### src/rtl/core/ledser_pkg.sv
package ledser_pkg;

  // Bits in one channel word and in the register word
  localparam int unsigned WORD_BITS = 16;
  localparam int unsigned CNT_W     = $clog2(WORD_BITS);
  localparam int unsigned LANES     = 6;

  // Command kinds
  typedef enum logic [2:0] {
    KIND_PIXEL  = 3'd0,
    KIND_REG    = 3'd1,
    KIND_VSYNC  = 3'd2,
    KIND_PREACT = 3'd3,
    KIND_EDGE   = 3'd4,
    KIND_ROW    = 3'd5
  } kind_t;

  // Register write: LE is high on this many trailing bits
  localparam logic [CNT_W-1:0] REG_LATCH_TAIL = CNT_W'(5);
  // First beat index of the latch tail
  localparam logic [CNT_W-1:0] REG_TAIL_START = CNT_W'(WORD_BITS - REG_LATCH_TAIL);
  localparam logic [CNT_W-1:0] LAST_BIT       = CNT_W'(WORD_BITS - 1);

  // High-time of the pulse commands, in clocks
  localparam logic [CNT_W-1:0] VSYNC_CLOCKS       = CNT_W'(3);
  localparam logic [CNT_W-1:0] PREACT_CLOCKS      = CNT_W'(14);
  localparam logic [CNT_W-1:0] BOTH_EDGE_CLOCKS   = CNT_W'(15);
  localparam logic [CNT_W-1:0] SINGLE_EDGE_CLOCKS = CNT_W'(2);
  localparam logic [CNT_W-1:0] FIRST_ROW_CLOCKS   = CNT_W'(12);
  localparam logic [CNT_W-1:0] OTHER_ROW_CLOCKS   = CNT_W'(4);

endpackage

### src/rtl/core/led_driver_command_serializer.sv
// LED driver command serializer. Each accepted command becomes a train of pin patterns on
// the out_ channel, one transfer per driver clock: six color lines, LE and ROW, with
// out_last on the final one. A pixel word or a register write takes 16 transfers; vsync
// takes 4, pre-activate 15, edge mode 16 (dual) or 3 (single), and a row pulse 13 (first
// line) or 5. At most one pattern leaves per cycle, and the next command is taken in the
// same cycle as the final transfer. The pace is set by the six 16-bit shift lanes, which
// move one bit per cycle unless out_stall holds them, and the 4-bit beat counter. Kinds 6
// and 7 are taken and dropped without any output transfer. There is no configuration and
// no clearing pass after reset.
module led_driver_command_serializer
  import ledser_pkg::*;
(
  input  logic        clk,
  input  logic        rst_n,
  // command channel
  input  logic        in_valid,
  output logic        in_stall,
  input  logic [2:0]  in_kind,
  input  logic [15:0] in_red_lo,
  input  logic [15:0] in_green_lo,
  input  logic [15:0] in_blue_lo,
  input  logic [15:0] in_red_hi,
  input  logic [15:0] in_green_hi,
  input  logic [15:0] in_blue_hi,
  input  logic        in_latch,
  input  logic [7:0]  in_reg_addr,
  input  logic [7:0]  in_reg_value,
  input  logic        in_both_edges,
  input  logic        in_first_row,
  // pin pattern channel
  output logic        out_valid,
  input  logic        out_stall,
  output logic [5:0]  out_color_bits,
  output logic        out_latch_enable,
  output logic        out_row_line,
  output logic        out_last
);

  // One-hot sequencer: idle, shifting a word, holding LE or ROW
  typedef enum logic [2:0] {
    ST_IDLE  = 3'b001,
    ST_SHIFT = 3'b010,
    ST_HOLD  = 3'b100
  } state_t;

  state_t                 state_r, state_nxt;
  logic [CNT_W-1:0]       cnt_r, cnt_nxt;       // beat index within the command
  logic [CNT_W-1:0]       len_r, len_nxt;       // high-time of a pulse command
  logic                   latch_r, latch_nxt;
  logic                   is_reg_r, is_reg_nxt; // shifting a register word
  logic                   on_row_r, on_row_nxt; // pulse goes to ROW, not LE
  logic [WORD_BITS-1:0]   lane_r   [LANES];
  logic [WORD_BITS-1:0]   lane_nxt [LANES];

  logic                   in_xfer;
  logic                   out_xfer;
  logic                   shifting;
  logic                   holding;
  logic                   level;
  logic [WORD_BITS-1:0]   reg_word;

  assign shifting = (state_r == ST_SHIFT);
  assign holding  = (state_r == ST_HOLD);
  assign reg_word = {in_reg_addr, in_reg_value};

  // Pulse level: high on every beat but the closing one
  assign level = (cnt_r != len_r);

  // Outputs come straight from the lane MSBs and the beat counter
  assign out_valid = !(state_r == ST_IDLE);
  always_comb begin
    for (int i = 0; i < LANES; i++) begin
      out_color_bits[i] = shifting & lane_r[i][WORD_BITS-1];
    end
  end
  assign out_last = shifting ? (cnt_r == LAST_BIT) : (holding & !level);
  assign out_latch_enable =
      shifting ? (latch_r & (is_reg_r ? (cnt_r >= REG_TAIL_START) : (cnt_r == LAST_BIT)))
               : (holding & !on_row_r & level);
  assign out_row_line = holding & on_row_r & level;

  assign out_xfer = out_valid && !out_stall;
  // Take a new command when idle or as the final pattern of the current one leaves
  assign in_stall = !((state_r == ST_IDLE) || (out_xfer && out_last));
  assign in_xfer  = in_valid && !in_stall;

  always_comb begin
    state_nxt  = state_r;
    cnt_nxt    = cnt_r;
    len_nxt    = len_r;
    latch_nxt  = latch_r;
    is_reg_nxt = is_reg_r;
    on_row_nxt = on_row_r;
    for (int i = 0; i < LANES; i++) begin
      lane_nxt[i] = lane_r[i];
    end

    // Advance one beat per output transfer; drop to idle after the final one
    if (out_xfer) begin
      cnt_nxt = cnt_r + CNT_W'(1);
      if (shifting) begin
        for (int i = 0; i < LANES; i++) begin
          lane_nxt[i] = {lane_r[i][WORD_BITS-2:0], 1'b0};
        end
      end
      if (out_last) begin
        state_nxt = ST_IDLE;
      end
    end

    // Load a new command
    if (in_xfer) begin
      cnt_nxt    = '0;
      latch_nxt  = in_latch;
      is_reg_nxt = 1'b0;
      on_row_nxt = 1'b0;
      unique case (kind_t'(in_kind))
        KIND_PIXEL: begin
          state_nxt   = ST_SHIFT;
          lane_nxt[0] = in_red_lo;
          lane_nxt[1] = in_green_lo;
          lane_nxt[2] = in_blue_lo;
          lane_nxt[3] = in_red_hi;
          lane_nxt[4] = in_green_hi;
          lane_nxt[5] = in_blue_hi;
        end
        KIND_REG: begin
          // Same word on all six lines
          state_nxt  = ST_SHIFT;
          is_reg_nxt = 1'b1;
          for (int i = 0; i < LANES; i++) begin
            lane_nxt[i] = reg_word;
          end
        end
        KIND_VSYNC: begin
          state_nxt = ST_HOLD;
          len_nxt   = VSYNC_CLOCKS;
        end
        KIND_PREACT: begin
          state_nxt = ST_HOLD;
          len_nxt   = PREACT_CLOCKS;
        end
        KIND_EDGE: begin
          state_nxt = ST_HOLD;
          len_nxt   = in_both_edges ? BOTH_EDGE_CLOCKS : SINGLE_EDGE_CLOCKS;
        end
        KIND_ROW: begin
          state_nxt  = ST_HOLD;
          on_row_nxt = 1'b1;
          len_nxt    = in_first_row ? FIRST_ROW_CLOCKS : OTHER_ROW_CLOCKS;
        end
        default: begin
          // Unknown kind: drop it, nothing goes out
          state_nxt = ST_IDLE;
        end
      endcase
    end
  end

  always_ff @(posedge clk) begin
    if (!rst_n) begin
      state_r <= ST_IDLE;
    end else begin
      state_r <= state_nxt;
    end
  end

  // Payload and beat bookkeeping; only meaningful while not idle
  always_ff @(posedge clk) begin
    cnt_r    <= cnt_nxt;
    len_r    <= len_nxt;
    latch_r  <= latch_nxt;
    is_reg_r <= is_reg_nxt;
    on_row_r <= on_row_nxt;
    for (int i = 0; i < LANES; i++) begin
      lane_r[i] <= lane_nxt[i];
    end
  end

endmodule

### config.mk
export PLATFORM = sky130hd
export DESIGN_NAME = led_driver_command_serializer
export DESIGN_NICKNAME = d
export VERILOG_FILES = /design/src/rtl/core/ledser_pkg.sv /design/src/rtl/core/led_driver_command_serializer.sv
export SDC_FILE = /design/constraint.sdc
export NUM_CORES = 1
export LEC_CHECK = 0
export ABC_CLOCK_PERIOD_IN_PS = 2000
export BUFFER_PORTS_ARGS = -buffer_cell sky130_fd_sc_hd__buf_2
export CAP_MARGIN = 20
export CELL_PAD_IN_SITES_DETAIL_PLACEMENT = 0
export CELL_PAD_IN_SITES_GLOBAL_PLACEMENT = 1
export CORE_MARGIN = 2
export CORE_UTILIZATION = 40
export CTS_BUF_LIST = sky130_fd_sc_hd__clkbuf_2 sky130_fd_sc_hd__clkbuf_4 sky130_fd_sc_hd__clkbuf_8
export CTS_CLUSTER_SIZE = 8
export DETAILED_ROUTE_END_ITERATION = 7
export HOLD_SLACK_MARGIN = 0.06
export PLACE_DENSITY = 0.81
export SETUP_SLACK_MARGIN = 0.3
export SYNTH_ARGS = -nofsm -noshare
export SYNTH_HDL_FRONTEND = slang
export SYNTH_SLANG_ARGS = --single-unit
### constraint.sdc
create_clock -name clk -period 2 [get_ports clk]
set_clock_uncertainty 0.05 [all_clocks]
set_input_delay 0 -clock clk [delete_from_list [all_inputs] [get_ports clk]]
set_output_delay 0 -clock clk [all_outputs]
set_load 0.1 [all_outputs]
==> key figures <==
Logic synthesis
  • Sequential area share after synthesis: 41.6%
  • Syn. warnings: 0
  • Synth async-reset ratio: 0%
  • EDFF count, synth: 7
  • Cell taking the most area after synthesis: dfxtp_1
  • Syn Nets: 666
  • Synth Instances: 543
  • Ys flop type: dfxtp_1
  • Number of synthesized register bits: 110
  • Ranking of synthesized cells by area: dfxtp_1 38%, mux2i_1 34%, a21oi_1 9.0%, edfxtp_1 3.8%, and2_1 2.2%
  • Avg Cell Area, Syn: 10.1 um2
  • Post-Syn Area: 5460 um2
  • Synth top area share: 37.8%
  • Synth unique cells: 39

Route
  • Starting DRC count in detailed routing: 287
  • Routed wire length: 16800 um
  • Vias per cell: 5.09
  • DRC: 0
  • Avg WL per Cell: 17.8 um
  • 1st-pass router iterations: 5
  • Vias: 4821
  • Antenna Nets Post-Route: 0

Floorplan
  • Die Wd: 121 um
  • Die ar.: 14600 um2
  • Initial Utilization: 41.1%
  • Core area: 13300 um2
  • Die Span Y: 121 um
  • Row count: 42
  • Io pins: 133

Timing
  • TNS Setup: 0 ns
  • Crit share post-route: 89.6%
  • Final Critical Period: 1.79 ns
  • Unrepaired setup endpoints after global routing: true
  • Final setup fails: 0
  • Final Worst Setup Slack: 0.209 ns
  • Slew headroom: 53.5%
  • F_max: 558 MHz
  • Worst slew pin tran: 0.697 ns
  • Hold Vio Cnt, Final: 0
  • Slew Limit Fails: 0

Global routing
  • Largest net degree at the start of global routing: 64
  • Initial antenna violation count: 0
  • Global-route wire length before repair: 25600 um
  • Vias in the first global route: 4885
  • Remaining global-route overflow: 0
  • Global Route Usage Sum: 23.2%

Critical path
  • Worst r2r src: len_r[1]$_DFFE_PP_
  • Critical path type: reg2reg
  • CP peak stage delay: 0.40 ns
  • CP startpoint kind: flop
  • Setup crit end kind: flop
  • Crit Path Max Fanout: 24
  • Depth of the most critical reg-to-reg path: 7
  • Critical Path, Cell by Cell: xnor2_1, nand4_1, buf_4, o21ai_4, nand2_8, buf_12, mux2i_1
  • Crit-path slowest cell: edfxtp_1
  • Worst r2r dst: lane_r[5][9]$_DFF_P_
  • R2r setup slk: 0.21 ns
  • Critical path data arrival time: 2.00 ns
  • Critical Path RT: 2.21 ns

Finish
  • Layout cells sized above 1: 25.3%
  • Cell area after layout: 7930 um2
  • FILL cells: 1115
  • Post-Route Utilization: 59.6%
  • Syn-to-layout area delta: 45.2%
  • Nets@finish: 888

Placement
  • Place WS: 0.153 ns
  • HPWL after DPL: 10700 um
  • Placement Cell Area: 6440 um2
  • Gpl congestion: 0.855
  • PortBufs: 132

Min path
  • Worst Hold Class: in2reg
  • Hold endpoint: lane_r[2][0]$_DFF_P_
  • Hold path startpoint: in_reg_value[0]
  • Hold depth: 4

Clock tree
  • H-tree levels: 3
  • Worst-path clk slew: 0.10 ns
  • CTS tree: done
  • Sink Count: 110
  • Total CTS buffers: 9
  • Worst-Skew Late Latency: 0.38 ns
  • Clk buf depth: 2
  • CTS Root Cell: clkbuf_8

Pwr
  • Clock share of power: 19.5%
  • Max VDD drop: 0.677 mV
  • Comb power frac: 27.6%
  • Switch share: 30.4%
  • Seq pwr share: 53.0%
  • Leakage Power: 3.66 nW
  • Sw Pwr: 2.03 mW
  • Power, Total: 6.68 mW
  • P_int: 4.65 mW
  • Pwr Density: 842 nW/um2

Flow run
  • Max Cap Viol: 0

Outcome
  • Status: finished, final reports clean
cell families (layout without fill, tap and decap cells):
group / after synthesis / count (layout) / share of synthesized area [%]
mux: 186 / 186 / 34.1
simple gates: 67 / 67 / 6.83
buf+inv: 57 / 284 / 4.95
xor+xnor: 5 / 5 / 0.802
flops: 110 / 110 / 41.6
compound gates: 117 / 117 / 11.5
other cells: 0 / 1 / 0
fa+ha+maj: 1 / 1 / 0.229
power by group through the flow:
stage / logic [mW] / clock network (mW) / registers (mW)
after global placement: 1.52 / 0 / 3.54
final: 1.84 / 1.30 / 3.54
after detailed placement: 1.61 / 0 / 3.58
after floorplan: 1.23 / 0 / 3.44
after CTS: 1.83 / 1.33 / 3.53
after global routing: 2.03 / 1.41 / 3.63
placed cells by master (no fill, tap or decap), types with 2 or more instances in the layout:
master	instances
a21boi_0	2
a21oi_1	98
and2_0	5
and2_1	16
and2_4	3
buf_12	15
buf_16	3
buf_2	121
buf_4	10
buf_6	3
clkbuf_8	12
clkinv_2	2
dfxtp_1	97
dfxtp_2	4
dfxtp_4	2
dlygate4sd3_1	109
edfxtp_1	7
inv_1	5
inv_2	2
mux2i_1	186
nand2_1	19
nand3_1	2
nand3b_1	2
nand4_1	2
nor2_1	4
nor2b_1	2
nor3_1	2
nor3b_4	2
o21ai_0	4
xnor2_1	4
registers in the layout (all words and copies together) (netlist names):
signal,flops
state_r,3
is_reg_r,1
lane_r,96
cnt_r,4
len_r,4
latch_r,1
on_row_r,1
area by class of cell:
cell class | count | area, um2 | area share [%]
Multi-Input combinational cell | 376 | 3020 | 38.1
Tap cell | 176 | 220 | 2.78
Sequential cell | 110 | 2280 | 28.8
Clock inverter | 3 | 17.5 | 0.221
Clock buffer | 13 | 173 | 2.18
Antenna cell | 1 | 2.50 | 0.0316
Timing Repair Buffer | 261 | 2190 | 27.6
Inverter | 7 | 26.3 | 0.331
per-stage QoR:
stage / instances / hold WS [ns]
6_report: 947 / 0.160
3_5_place_dp: 814 / 0.161
4_1_cts: 944 / 0.147
2_1_floorplan: 543 / 0.0489
3_3_place_gp: 814 / 0.151
5_1_grt: 946 / 0.178
routing by layer:
| layer | wire length, um | up-vias | track usage (%) |
|---|---|---|---|
| met5 | 0 | - | 0 |
| met4 | 385 | 0 | 7.12 |
| met3 | 899 | 28 | 5.31 |
| met2 | 8070 | 143 | 39.2 |
| met1 | 7490 | 2274 | 29.4 |
| li1 | - | 2376 | - |
repair_timing:
| action | 4_1_cts | 5_1_grt |
|---|---|---|
| resized for setup | 22 | 9 |
| buffers inserted | 3 | 2 |
| endpoints found under the setup margin | 110 | 113 |
| gates cloned | 2 | 0 |
| pin swaps | 3 | 5 |
| hold endpoints to repair | 108 | 0 |
| hold buffers | 109 | 0 |
cells in the mapped netlist, types with 6 or more instances:
cell	instances
mux2i_1	186
dfxtp_1	103
a21oi_1	98
and2_1	19
nand2_1	19
buf_1	16
buf_2	15
clkbuf_1	13
edfxtp_1	7
inv_1	6
nor2_1	6
worst max path at each step:
| stage | start | end | slack (ns) |
|---|---|---|---|
| after floorplan | state_r[0]$_SDFFE_PN1P_ | cnt_r[0]$_SDFFE_PN0N_ | 0.11 |
| after global placement | cnt_r[0]$_SDFFE_PN0N_ | lane_r[0][7]$_DFF_P_ | 0.22 |
| after detailed placement | cnt_r[0]$_SDFFE_PN0N_ | lane_r[5][2]$_DFF_P_ | 0.15 |
| after CTS | len_r[1]$_DFFE_PP_ | lane_r[5][9]$_DFF_P_ | 0.20 |
| after global routing | len_r[1]$_DFFE_PP_ | lane_r[0][2]$_DFF_P_ | 0.09 |
| final | len_r[1]$_DFFE_PP_ | lane_r[5][9]$_DFF_P_ | 0.21 |
worst max-delay path: cells and delay by family (launching register included):
family          cells  cell delay (ns)
simple gates        2             0.31
buf+inv             2             0.41
flops               1             0.40
mux                 1             0.13
xor+xnor            1             0.16
compound gates      1             0.22
Note: power is estimated with default switching activity, not from simulation.
